--- config.mk ---
export PLATFORM = sky130hd
export DESIGN_NAME = mlp_inference_tanh_sigmoid
export DESIGN_NICKNAME = d
export VERILOG_FILES = /design/src/rtl/core/mlp_pkg.sv /design/src/rtl/core/mlp_inference_tanh_sigmoid.sv
export VERILOG_INCLUDE_DIRS = /design/src /design/src/rtl/core
export SDC_FILE = /design/constraint.sdc
export NUM_CORES = 2
export LEC_CHECK = 0
export ABC_AREA = 1
export BUFFER_PORTS_ARGS = -buffer_cell sky130_fd_sc_hd__buf_2
export CORE_ASPECT_RATIO = 2
export CORE_UTILIZATION = 47
export CTS_CLUSTER_DIAMETER = 40
export CTS_CLUSTER_SIZE = 40
export DETAILED_ROUTE_END_ITERATION = 7
export MAX_ROUTING_LAYER = met4
export PLACE_DENSITY = 0.6
export RECOVER_POWER = 50
export SLEW_MARGIN = 20
export SYNTH_ARGS = -nofsm -noshare
export SYNTH_HDL_FRONTEND = slang
export SYNTH_SLANG_ARGS = --single-unit
--- constraint.sdc ---
create_clock -name clk -period 27.9 [get_ports clk]
set_clock_uncertainty 0.2 [all_clocks]
set_input_delay 5.58 -clock clk [delete_from_list [all_inputs] [get_ports clk]]
set_output_delay 5.58 -clock clk [all_outputs]
set_load 0.03 [all_outputs]
--- src/rtl/core/mlp_inference_tanh_sigmoid_defines.svh ---
// ----------------------------------------------------------------------------
// mlp scorer assertion macros
// shared property shorthands for the scorer core, clocked on clk, reset rst_n
// ----------------------------------------------------------------------------
`ifndef MLP_INFERENCE_TANH_SIGMOID_DEFINES_SVH
`define MLP_INFERENCE_TANH_SIGMOID_DEFINES_SVH

// same-cycle implication
`define MLP_ASSERT_IMP(lbl, ante, cons, msg) \
    lbl: assert property (@(posedge clk) disable iff (!rst_n) (ante) |-> (cons)) \
        else $error(msg);

// next-cycle implication
`define MLP_ASSERT_NXT(lbl, ante, cons, msg) \
    lbl: assert property (@(posedge clk) disable iff (!rst_n) (ante) |=> (cons)) \
        else $error(msg);

`endif

--- src/rtl/core/mlp_pkg.sv ---
// ----------------------------------------------------------------------------
// mlp scorer package
// network sizes, datapath widths, weight store and tanh table
// ----------------------------------------------------------------------------
`timescale 1ns / 1ps

package mlp_pkg;

    localparam int HIDDEN_NEURONS = 5;
    localparam int FRAC_BITS      = 12;
    localparam int NUM_FEATURES   = 4;
    localparam int FEAT_W         = 16;
    localparam int TRAINED_COUNT  = 31;
    localparam int WROM_DEPTH     = 6 * HIDDEN_NEURONS + 1;
    localparam int WIDX_W         = $clog2(WROM_DEPTH);

    // term counter covers features plus bias, or hidden values plus bias
    localparam int TERM_CNT_MAX = (HIDDEN_NEURONS + 1 > NUM_FEATURES + 1) ?
                                  HIDDEN_NEURONS + 1 : NUM_FEATURES + 1;
    localparam int TERM_W       = $clog2(TERM_CNT_MAX);
    localparam int HID_IDX_W    = (HIDDEN_NEURONS > 1) ? $clog2(HIDDEN_NEURONS) : 1;

    // weights are trained at 2^14 scale and rounded to FRAC_BITS
    localparam int ROUND_SHIFT = 14 - FRAC_BITS;
    localparam int ROUND_HALF  = (ROUND_SHIFT > 0) ? (1 << (ROUND_SHIFT - 1)) : 0;

    // one tanh table step in lsbs of the hidden and output sums
    localparam int HID_SHIFT = 2 * FRAC_BITS - 2;
    localparam int OUT_SHIFT = 14 + FRAC_BITS;

    localparam int MUL_A_W = 17;
    localparam int MUL_B_W = ((OUT_SHIFT > FEAT_W) ? OUT_SHIFT : FEAT_W) + 1;
    localparam int PROD_W  = MUL_A_W + MUL_B_W;
    localparam int ACC_W   = 33 + $clog2(HIDDEN_NEURONS + 2);
    localparam int SAT_W   = 32;
    localparam int MAG_W   = 33;
    localparam int HID_W   = 17;
    localparam int TAB_W   = 16;
    localparam int TAB_IDX_W = 5;
    localparam int TAB_LAST  = 16;

    localparam logic signed [MUL_A_W-1:0] HID_ONE = MUL_A_W'(1 << FRAC_BITS);
    localparam logic signed [MUL_A_W-1:0] OUT_ONE = MUL_A_W'(1 << 15);
    localparam logic signed [ACC_W-1:0]   ACC_MAX = ACC_W'(64'sh7fff_ffff);
    localparam logic signed [ACC_W-1:0]   ACC_MIN = ACC_W'(-64'sh8000_0000);
    localparam logic signed [HID_W+1:0]   SCORE_MID = (HID_W + 2)'(32768);

    typedef enum logic [2:0] {
        S_IDLE,
        S_MAC,
        S_DRAIN,
        S_SAT,
        S_ABS,
        S_INTERP,
        S_TANH
    } state_t;

    localparam int TRAINED_Q14 [TRAINED_COUNT] = '{
        -5873, -6653, 15041, 16267, -7604,
        -8793, -14072, 8228, -14908, -3217,
        -7899, -2426, 1422, 13128, 5370,
        16156, 13794, -4914, 7830, -4281,
        768, 2150, -14014, 7138, 7506,
        -14386, 2496, -16481, -10221, -13658,
        767
    };

    localparam logic [TAB_W-1:0] TANH_TAB [TAB_LAST + 1] = '{
        16'd0, 16'd8025, 16'd15143, 16'd20813, 16'd24956, 16'd27797,
        16'd29660, 16'd30847, 16'd31589, 16'd32048, 16'd32329, 16'd32501,
        16'd32606, 16'd32670, 16'd32708, 16'd32732, 16'd32746
    };

    // read-only weight store, entries past the trained set read as zero
    function automatic logic signed [FEAT_W-1:0] wrom_read(input logic [WIDX_W-1:0] idx);
        int a;
        a = 0;
        if (int'(idx) < TRAINED_COUNT && int'(idx) < WROM_DEPTH) begin
            a = (TRAINED_Q14[idx] + ROUND_HALF) >>> ROUND_SHIFT;
        end
        return FEAT_W'(a);
    endfunction

    function automatic logic [TAB_W-1:0] tanh_tab_read(input logic [TAB_IDX_W-1:0] idx);
        logic [TAB_W-1:0] v;
        v = TANH_TAB[TAB_LAST];
        if (int'(idx) < TAB_LAST) begin
            v = TANH_TAB[idx];
        end
        return v;
    endfunction

endpackage

--- src/rtl/core/mlp_inference_tanh_sigmoid.sv ---
// ----------------------------------------------------------------------------
// mlp scorer core
// 4-5-1 perceptron with tanh hidden layer and sigmoid output on one shared mac
// ----------------------------------------------------------------------------
// One feature request is taken while the core is idle; the core is busy until
// its score is loaded into the output register, which waits while an older
// score is still not taken. All products go through a single
// 17 x 27 bit signed multiplier with a registered product: each hidden neuron
// takes five products (four features and the bias), a drain cycle, saturation,
// magnitude, and table interpolation in an interpolate state that reuses the
// same multiplier and a tanh state; the output neuron takes H+1 products and
// the same tail. The result sits in an output register, so the next request
// can start while the previous score waits to be taken.
`timescale 1ns / 1ps

`include "mlp_inference_tanh_sigmoid_defines.svh"

module mlp_inference_tanh_sigmoid
    import mlp_pkg::*;
(
    input  logic                     clk,
    input  logic                     rst_n,
    input  logic                     in_valid,
    output logic                     in_ready,
    input  logic signed [FEAT_W-1:0] feat_0,
    input  logic signed [FEAT_W-1:0] feat_1,
    input  logic signed [FEAT_W-1:0] feat_2,
    input  logic signed [FEAT_W-1:0] feat_3,
    output logic                     out_valid,
    input  logic                     out_ready,
    output logic [15:0]              score,
    output logic                     flap
);

    state_t                 state_reg, state_next;
    logic                   out_phase_reg, out_phase_next;
    logic [TERM_W-1:0]      term_reg, term_next;
    logic [HID_IDX_W-1:0]   neuron_reg, neuron_next;
    logic [WIDX_W-1:0]      widx_reg, widx_next;
    logic                   prod_valid_reg, prod_valid_next;
    logic                   out_valid_reg, out_valid_next;

    logic signed [FEAT_W-1:0]  feat_reg [NUM_FEATURES];
    logic signed [HID_W-1:0]   hid_reg [HIDDEN_NEURONS];
    logic signed [PROD_W-1:0]  prod_reg, prod_next;
    logic signed [ACC_W-1:0]   acc_reg, acc_next;
    logic signed [SAT_W-1:0]   sat_reg, sat_next;
    logic [MAG_W-1:0]          mag_reg, mag_next;
    logic                      neg_reg, neg_next;
    logic [3:0]                k_reg, k_next;
    logic                      clamp_reg, clamp_next;
    logic [15:0]               score_reg, score_next;
    logic                      flap_reg, flap_next;

    logic                      in_take;
    logic                      hid_we;
    logic signed [MUL_A_W-1:0] mul_a;
    logic signed [MUL_B_W-1:0] mul_b;
    logic signed [PROD_W-1:0]  mul_p;
    logic signed [MAG_W-1:0]   sat_ext;
    logic [3:0]                seg_k;
    logic [TAB_W-1:0]          tab_diff;
    logic [TAB_W-1:0]          interp;
    logic [TAB_W-1:0]          y_mag;
    logic signed [HID_W-1:0]   t_val;
    logic signed [HID_W+1:0]   score_sum;
    logic                      last_term;

    assign in_ready  = (state_reg == S_IDLE);
    assign in_take   = in_valid && in_ready;
    assign out_valid = out_valid_reg;
    assign score     = score_reg;
    assign flap      = flap_reg;

    // the shared multiplier
    assign mul_p = mul_a * mul_b;

    assign last_term = out_phase_reg ? (term_reg == TERM_W'(HIDDEN_NEURONS))
                                     : (term_reg == TERM_W'(NUM_FEATURES));

    assign sat_ext  = MAG_W'(sat_reg);
    assign seg_k    = out_phase_reg ? mag_reg[OUT_SHIFT+3:OUT_SHIFT]
                                    : mag_reg[HID_SHIFT+3:HID_SHIFT];
    assign tab_diff = tanh_tab_read({1'b0, seg_k} + TAB_IDX_W'(1)) -
                      tanh_tab_read({1'b0, seg_k});
    assign interp   = out_phase_reg ? prod_reg[OUT_SHIFT+TAB_W-1:OUT_SHIFT]
                                    : prod_reg[HID_SHIFT+TAB_W-1:HID_SHIFT];
    assign y_mag    = clamp_reg ? tanh_tab_read(TAB_IDX_W'(TAB_LAST))
                                : tanh_tab_read({1'b0, k_reg}) + interp;
    assign t_val    = neg_reg ? -HID_W'(y_mag) : HID_W'(y_mag);
    assign score_sum = SCORE_MID + (HID_W + 2)'(t_val);

    always_comb
    begin
        state_next      = state_reg;
        out_phase_next  = out_phase_reg;
        term_next       = term_reg;
        neuron_next     = neuron_reg;
        widx_next       = widx_reg;
        prod_valid_next = 1'b0;
        out_valid_next  = out_valid_reg && !out_ready;
        prod_next       = prod_reg;
        acc_next        = acc_reg;
        sat_next        = sat_reg;
        mag_next        = mag_reg;
        neg_next        = neg_reg;
        k_next          = k_reg;
        clamp_next      = clamp_reg;
        score_next      = score_reg;
        flap_next       = flap_reg;
        hid_we          = 1'b0;
        mul_a           = '0;
        mul_b           = '0;

        if (prod_valid_reg) begin
            acc_next = acc_reg + ACC_W'(prod_reg[ACC_W-1:0]);
        end

        unique case (state_reg)
            S_IDLE:
            begin
                if (in_take) begin
                    state_next     = S_MAC;
                    out_phase_next = 1'b0;
                    term_next      = '0;
                    neuron_next    = '0;
                    widx_next      = '0;
                    acc_next       = '0;
                end
            end
            S_MAC:
            begin
                if (out_phase_reg) begin
                    mul_a = (term_reg < TERM_W'(HIDDEN_NEURONS)) ?
                            hid_reg[term_reg[HID_IDX_W-1:0]] : OUT_ONE;
                end else begin
                    mul_a = (term_reg < TERM_W'(NUM_FEATURES)) ?
                            MUL_A_W'(feat_reg[term_reg[1:0]]) : HID_ONE;
                end
                mul_b           = MUL_B_W'(wrom_read(widx_reg));
                prod_next       = mul_p;
                prod_valid_next = 1'b1;
                widx_next       = widx_reg + WIDX_W'(1);
                term_next       = term_reg + TERM_W'(1);
                if (last_term) begin
                    state_next = S_DRAIN;
                end
            end
            S_DRAIN:
            begin
                state_next = S_SAT;
            end
            S_SAT:
            begin
                priority if (acc_reg > ACC_MAX) begin
                    sat_next = SAT_W'(ACC_MAX);
                end else if (acc_reg < ACC_MIN) begin
                    sat_next = SAT_W'(ACC_MIN);
                end else begin
                    sat_next = SAT_W'(acc_reg);
                end
                state_next = S_ABS;
            end
            S_ABS:
            begin
                neg_next   = sat_reg[SAT_W-1];
                mag_next   = sat_reg[SAT_W-1] ? MAG_W'(-sat_ext) : MAG_W'(sat_ext);
                state_next = S_INTERP;
            end
            S_INTERP:
            begin
                // segment index and fraction, then slope times fraction
                k_next = seg_k;
                if (out_phase_reg) begin
                    clamp_next = |mag_reg[MAG_W-1:OUT_SHIFT+4];
                    mul_b      = MUL_B_W'(mag_reg[OUT_SHIFT-1:0]);
                end else begin
                    clamp_next = |mag_reg[MAG_W-1:HID_SHIFT+4];
                    mul_b      = MUL_B_W'(mag_reg[HID_SHIFT-1:0]);
                end
                mul_a      = MUL_A_W'(tab_diff);
                prod_next  = mul_p;
                state_next = S_TANH;
            end
            S_TANH:
            begin
                if (!out_phase_reg) begin
                    hid_we    = 1'b1;
                    term_next = '0;
                    acc_next  = '0;
                    state_next = S_MAC;
                    if (neuron_reg == HID_IDX_W'(HIDDEN_NEURONS - 1)) begin
                        out_phase_next = 1'b1;
                    end else begin
                        neuron_next = neuron_reg + HID_IDX_W'(1);
                    end
                end else if (!out_valid_reg || out_ready) begin
                    score_next     = score_sum[15:0];
                    flap_next      = (t_val > 0);
                    out_valid_next = 1'b1;
                    state_next     = S_IDLE;
                end
            end
            default:
            begin
                state_next = S_IDLE;
            end
        endcase
    end

    always_ff @(posedge clk or negedge rst_n)
    begin
        if (!rst_n) begin
            state_reg      <= S_IDLE;
            out_phase_reg  <= 1'b0;
            term_reg       <= '0;
            neuron_reg     <= '0;
            widx_reg       <= '0;
            prod_valid_reg <= 1'b0;
            out_valid_reg  <= 1'b0;
        end else begin
            state_reg      <= state_next;
            out_phase_reg  <= out_phase_next;
            term_reg       <= term_next;
            neuron_reg     <= neuron_next;
            widx_reg       <= widx_next;
            prod_valid_reg <= prod_valid_next;
            out_valid_reg  <= out_valid_next;
        end
    end

    always_ff @(posedge clk)
    begin
        if (in_take) begin
            feat_reg[0] <= feat_0;
            feat_reg[1] <= feat_1;
            feat_reg[2] <= feat_2;
            feat_reg[3] <= feat_3;
        end
        if (hid_we) begin
            hid_reg[neuron_reg] <= t_val;
        end
        prod_reg  <= prod_next;
        acc_reg   <= acc_next;
        sat_reg   <= sat_next;
        mag_reg   <= mag_next;
        neg_reg   <= neg_next;
        k_reg     <= k_next;
        clamp_reg <= clamp_next;
        score_reg <= score_next;
        flap_reg  <= flap_next;
    end

    `MLP_ASSERT_NXT(a_busy_after_req, in_valid && in_ready, !in_ready,
                    "core took a second request")
    `MLP_ASSERT_IMP(a_widx_range, state_reg == S_MAC, widx_reg < WIDX_W'(WROM_DEPTH),
                    "weight index past store")
    `MLP_ASSERT_IMP(a_hid_terms, (state_reg == S_MAC) && !out_phase_reg,
                    term_reg <= TERM_W'(NUM_FEATURES), "hidden term count overrun")
    `MLP_ASSERT_IMP(a_flap_match, $rose(out_valid), flap == (score > 16'd32768),
                    "flap disagrees with score")

endmodule
* Yosys cells after proc, flatten, opt, wreduce, memory -nomap -nowiden *
Memories as Yosys holds them, arrays and structs flattened.
Cells that the tools add are included.
Widths: inputs -> output; s select.

word-level totals
  bits in writable memories = 149
  output and inout bits = 19
  bits in latches = 0
  input bits = 68
  register bits after elaboration = 183
  ROM bits = 2560
  memories kept = 6

cells by class
  shifts and indexed selects = 0
  $mul = 1
  $add $sub $neg = 11
  order comparisons = 11
  bitwise logic cells = 4
  reductions and logical operators = 18
  divide/modulo/power cells = 0
  equal/unequal tests = 14
  mux-type cells = 55

memory list
  memory           depth  bits a word  rd ports  clocked after memory_dff  wr ports  RTL line                          text
  (no name shown)  32     32           1         0                         0         mlp_pkg.sv:79                     a = (TRAINED_Q14[idx] + ROUND_HALF) >>> ROUND_SHIFT;
  (no name shown)  32     16           1         0                         0         mlp_pkg.sv:88                     v = TANH_TAB[idx];
  (no name shown)  32     16           1         0                         0         mlp_pkg.sv:88
  (no name shown)  32     16           1         0                         0         mlp_pkg.sv:88
  hid_reg          5      17           1         0                         1         mlp_inference_tanh_sigmoid.sv:44  logic signed [HID_W-1:0] hid_reg [HIDDEN_NEURONS];
  feat_reg         4      16           1         0                         4         mlp_inference_tanh_sigmoid.sv:43  logic signed [FEAT_W-1:0] feat_reg [NUM_FEATURES];

operator list
  kind                    count
  $mux 16                 10
  $mux 36                 3
  $pmux 36 s2             1
  $mux 17                 4
  $pmux 27 s2             1
  $mul 17x27->42          1
  $add 36x36->36          1
  $gt 36x32->1 const B    1
  $lt 36x32->1 const B    1
  $mux 18                 2
  $pmux 17 s2             1
  $neg 32->33             1
  $mux 32                 1
  $mux 31                 1
  $mux 26                 1
  $ge 6x6->1 const B      4
  $mux 3                  8
  $pmux 3 s7              1
  $add 18x3->18 const B   1
  $eq 3x3->1 const B      6
  $gt 17x1->1 const B     1
  $neg 16->17             1
  $add 16x16->16          1
  $add 16x16->16 const A  1
  32 further kinds        60

* Longest topological paths before layout *
  word-level depth = 10
  depth in mapped cells = 55

* Worst setup path before layout *
OpenSTA, ideal clock, no wires.

  kind = flip-flop to flip-flop
  start point = register out_phase_reg
  end point = register prod_reg[41], data pin
  arrival time = 9.261 ns
  slack = 18.187 ns
  library setup time = 0.252 ns
  buffers on the path = 4
  cell stages (with the launch flop) = 48
  period minus slack after synthesis = 9.713 ns
  cell sequence = dfrtp_1 > inv_1 > buf_2 > or2_2 > o21ai_1 > inv_1 > ha_1 > inv_1 > ha_1 > clkbuf_1 > inv_1 > clkbuf_1 > a21oi_1 > o221ai_1 > ha_1 > inv_1 > fa_1 > a31oi_1 > (+12 left out) > fa_1 > inv_1 > fa_1 > inv_1 > ha_1 > nand2_1 > nor2_1 > inv_1 > nor4_1 > o21ai_0 > nand3_1 > nand2_1 > nand2_1 > nand3_1 > nand2_1 > inv_1 > nand2_1 > nand2_1

on the way
  longest elaborated chain between the ends = 10
  elaborated cells between the ends (all ways) = 18

ends and longest elaborated chain
  item                                         RTL line                           text
  start, declared                              mlp_inference_tanh_sigmoid.sv:36   logic out_phase_reg, out_phase_next;
  start signal, assigned                       mlp_inference_tanh_sigmoid.sv:223  out_phase_reg <= out_phase_next;
  $mux 4 *                                     mlp_inference_tanh_sigmoid.sv:82   assign seg_k = out_phase_reg ? mag_reg[OUT_SHIFT+3:OUT_SHIFT]
  via seg_k[1]                                 mlp_inference_tanh_sigmoid.sv:61   logic [3:0] seg_k;
  $add 4x1->5                                  mlp_inference_tanh_sigmoid.sv:84   assign tab_diff = tanh_tab_read({1'b0, seg_k} + TAB_IDX_W'(1)) -
  $not 5->6 (implied by the code)              mlp_pkg.sv:88
  $mem_v2 32x16                                -
  $mux 16 (implied by the code) (2 in series)  mlp_pkg.sv:88
  $mux 16                                      mlp_pkg.sv:87                      if (int'(idx) < TAB_LAST) begin
  $sub 16x16->16 *                             mlp_inference_tanh_sigmoid.sv:84
  $pmux 17 s2 *                                mlp_inference_tanh_sigmoid.sv:119  unique case (state_reg)
  $mul 17x27->42 *                             mlp_inference_tanh_sigmoid.sv:76   assign mul_p = mul_a * mul_b;
  via mul_p[41]                                mlp_inference_tanh_sigmoid.sv:59   logic signed [PROD_W-1:0] mul_p;
  end signal, assigned                         mlp_inference_tanh_sigmoid.sv:243  prod_reg <= prod_next;
  end, declared                                mlp_inference_tanh_sigmoid.sv:45   logic signed [PROD_W-1:0] prod_reg, prod_next;

The timed path passes the listed nets; every way through them passes the cells marked *. The select of a mux whose other input is x is not followed.
A chain may end at the register's enable or synchronous reset.

* Worst setup path in the final report *
  start point = register state_reg[0]
  end point = register prod_reg[41], data pin

on the way
  longest elaborated chain between the ends = 3
  elaborated cells between the ends (all ways) = 5

ends and longest elaborated chain
  item                                        RTL line                           text
  start, declared                             mlp_inference_tanh_sigmoid.sv:35   state_t state_reg, state_next;
  start signal, assigned                      mlp_inference_tanh_sigmoid.sv:222  state_reg <= state_next;
  $eq 3x3->1 or $eq 3x1->1 (tied branches)    mlp_inference_tanh_sigmoid.sv:119
  $pmux 17 s2 or $pmux 27 s2 (tied branches)  mlp_inference_tanh_sigmoid.sv:119
  $mul 17x27->42 *                            mlp_inference_tanh_sigmoid.sv:76
  via mul_p[41]                               mlp_inference_tanh_sigmoid.sv:59

The timed path passes the listed nets; every way through them passes the cells marked *.

==> out/summary.json <==
{
  "tightestPinTransition": {"value": 2.98, "unit": "ns"},
  "clock.fmax": {"value": 68.9, "unit": "MHz"},
  "end_kind": {"value": "flop"},
  "synth_enable_flop_cells": {"value": 279},
  "worstPathRequired": {"value": 28.07, "unit": "ns"},
  "min_from": {"value": "acc_reg[35]$_DFF_P_"},
  "number_of_global_route_vias_before_repair": {"value": 30300},
  "port_buffers": {"value": 86},
  "outcome": {"value": "finished, violations left"},
  "worst_r2r_path_depth": {"value": 36},
  "antenna_violating_nets_post_route": {"value": 0},
  "place_hpwl": {"value": 101000, "unit": "um"},
  "global_route.usage.total": {"value": 33.9, "unit": "%"},
  "nFillCells": {"value": 7411},
  "worstHoldPathType": {"value": "flop to flop"},
  "worst_r2r_startpoint": {"value": "state_reg[0]$_DFFE_PN0P_"},
  "iter_0_drt_violations": {"value": 1754},
  "start_util": {"value": 47.5, "unit": "%"},
  "synthCells": {"value": 4225},
  "numCtsBuffers": {"value": 30},
  "critical-path-max-stage-delay": {"value": 2.09, "unit": "ns"},
  "coreArea": {"value": 75000, "unit": "sq um"},
  "worstPathMaxFanout": {"value": 44},
  "worstSkewPairLatency": {"value": 0.67, "unit": "ns"},
  "grt_setup_unrepaired": {"value": "false"},
  "routed_wirelength": {"value": 125000, "unit": "um"},
  "grt_antenna_before_repair": {"value": 5},
  "final_hold_viol_count": {"value": 0},
  "number_of_distinct_library_cells_after_synthesis": {"value": 68},
  "max-slew-margin-rel": {"value": -98.8, "unit": "%"},
  "timing.final.crit_period": {"value": 14.51, "unit": "ns"},
  "worst_path_max_delay_cell": {"value": "sky130_fd_sc_hd__clkbuf_1"},
  "violations": {"value": "capacitance limit, slew limit"},
  "full_die_area": {"value": 76900, "unit": "sq um"},
  "global_route.overflow_total": {"value": 0},
  "die_height": {"value": 391, "unit": "um"},
  "first_pass_grt_wire_length": {"value": 184000, "unit": "um"},
  "startpoint": {"value": "state_reg[0]$_DFFE_PN0P_"},
  "rr_endpoint": {"value": "prod_reg[41]$_DFFE_PN_"},
  "crit_path_frequent_cell": {"value": "sky130_fd_sc_hd__inv_1"},
  "nets": {"value": 4956},
  "cts-root-to-sink-buffers": {"value": 3},
  "ys_warn_count": {"value": 0},
  "post-synth-top-area-fraction": {"value": 24.5, "unit": "%"},
  "seq_area_frac_synth": {"value": 26.8, "unit": "%"},
  "worst_setup_path_start_kind": {"value": "flop"},
  "post-route-period-util": {"value": 52.0, "unit": "%"},
  "cts_resized": {"value": 0},
  "layout-drive-gt1-share": {"value": 6.50, "unit": "%"},
  "ff2ff_setup_slack": {"value": 13.39, "unit": "ns"},
  "worst_setup_hold_path_clk_slew": {"value": 0.08, "unit": "ns"},
  "timing_max_transition_violations_final": {"value": 163},
  "mostFrequentLayoutCell": {"value": "sky130_fd_sc_hd__inv_1"},
  "postSynthRegisterBits": {"value": 332},
  "cts_post_setup_buffers_inserted": {"value": 0},
  "synth-main-ff-cell": {"value": "sky130_fd_sc_hd__edfxtp_1"},
  "ys_top_cells_by_area": {"value": "sky130_fd_sc_hd__fa_1 24%, sky130_fd_sc_hd__edfxtp_1 24%, sky130_fd_sc_hd__inv_1 9.4%"},
  "final_cell_mix": {"value": "895 x sky130_fd_sc_hd__inv_1, 753 x sky130_fd_sc_hd__nand2_1, 435 x sky130_fd_sc_hd__fa_1"},
  "drc_errors": {"value": 0},
  "clk_root_buffer_cell": {"value": "sky130_fd_sc_hd__clkbuf_16"},
  "rows": {"value": 142},
  "fp.dieW": {"value": 197, "unit": "um"},
  "cts_tree": {"value": "done"},
  "tns": {"value": 0, "unit": "ns"},
  "synth_async_sr_flop_share": {"value": 5.12, "unit": "%"},
  "largest_register_ffs": {"value": 85},
  "syn_avg_cell_area": {"value": 8.42, "unit": "sq um"},
  "finalSetupViolCount": {"value": 0},
  "clock_sink_count": {"value": 332},
  "vias": {"value": 29100},
  "worstSetupPathType": {"value": "flop to flop"},
  "grt_max_degree": {"value": 69},
  "drt_pass1_iterations": {"value": 6},
  "per_cell_routed_wire_length": {"value": 23.5, "unit": "um"},
  "synth_nets": {"value": 4927},
  "synthesized_cell_area": {"value": 35600, "unit": "sq um"},
  "hold_end": {"value": "sat_reg[31]$_SDFFCE_PN0N_"},
  "leading_area_contributor_after_synthesis": {"value": "sky130_fd_sc_hd__fa_1"},
  "flow.area_growth_from_synthesis": {"value": 7.15, "unit": "%"},
  "place_congestion": {"value": 1.01},
  "postCtsHoldBufs": {"value": 0},
  "cp_data_arrival_time": {"value": 14.68, "unit": "ns"},
  "clock_tree.htree_level_count": {"value": 1},
  "drv.max_cap_violation_count": {"value": 4},
  "detail_routed_via_count_per_cell": {"value": 5.50},
  "io_pins": {"value": 87},
  "hold-path-cell-count": {"value": 0}
}
## synth_stat cells (43+ instances only)
cell,count
sky130_fd_sc_hd__inv_1,894
sky130_fd_sc_hd__ha_1,199
sky130_fd_sc_hd__o211ai_1,46
sky130_fd_sc_hd__nand2_1,754
sky130_fd_sc_hd__edfxtp_1,279
sky130_fd_sc_hd__buf_2,53
sky130_fd_sc_hd__nor3_1,43
sky130_fd_sc_hd__o21ai_0,197
sky130_fd_sc_hd__nor2_1,403
sky130_fd_sc_hd__a21oi_1,225
sky130_fd_sc_hd__nand3_1,149
sky130_fd_sc_hd__fa_1,435
sky130_fd_sc_hd__clkbuf_1,57
sky130_fd_sc_hd__xor2_1,64
## stage by stage
stage	util (%)	area [sq um]	cells	hold WS [ns]	worst slack, ns
floorplan	-	35600	4225	0.252	18.19
global placement	49.4	37000	5230	0.213	16.01
detailed placement	49.4	37000	5230	0.218	16.03
CTS	51.0	38200	5286	0.246	15.99
global route	50.9	38100	5290	0.257	12.83
finish	50.9	38100	5292	0.243	13.39
## worst max-delay path by stage
| stage | end | slack [ns] | cells past startpoint |
|---|---|---|---|
| 6_report | prod_reg[41]$_DFFE_PN_ | 13.39 | 36 |
| 5_1_grt | prod_reg[41]$_DFFE_PN_ | 12.83 | 36 |
| 4_1_cts | prod_reg[23]$_DFFE_PN_ | 15.99 | 42 |
| 3_5_place_dp | prod_reg[35]$_DFFE_PN_ | 16.03 | 44 |
| 3_3_place_gp | prod_reg[23]$_DFFE_PN_ | 16.01 | 45 |
| 2_1_floorplan | prod_reg[41]$_DFFE_PN_ | 18.19 | 47 |
## final cells by class
type                       instances  area (sq um)  area share (%)
antenna                            6          15.0          0.0394
inverter                         915          3440            9.01
clock buffer                      32           758            1.99
sequential                       332          9530            25.0
timing repair buffer             140           776            2.03
tap                             1008          1260            3.31
multi-input combinational       2835         21900            57.5
clock inverter                    24           429            1.13
## worst max-delay path: cells and delay by family, from the launching register on
kind                       cells  cell delay (ns)
and+or+nand+nor               14             3.02
AOI/OAI and AO/OA              3             0.53
DFF                            1             0.41
adders and majority gates      7             4.00
buffers and inverters         12             5.99
## kinds of logic (layout without fill, tap and decap cells)
family / count (synthesis) / in the layout / synth area share [%]
buffers and inverters: 1058 / 1111 / 11.7
and+or+nand+nor: 1474 / 1474 / 17.5
other: 1 / 7 / 0.0105
adders and majority gates: 634 / 634 / 31.5
DFF: 332 / 332 / 26.8
AOI/OAI and AO/OA: 623 / 623 / 10.1
xor gates and xnor gates: 103 / 103 / 2.53
## routing by layer
metal / up-vias / wire (um) / track usage, %
met1: 14100 / 37200 / 29.8
li1: 13400 / - / -
met2: 1105 / 65500 / 61.1
met5: - / 0 / -
met4: 0 / 15200 / 33.1
met3: 547 / 6650 / 4.39
Power is not shown: default switching activity piles up to over one toggle a cycle in this logic, so the estimate is an artifact.
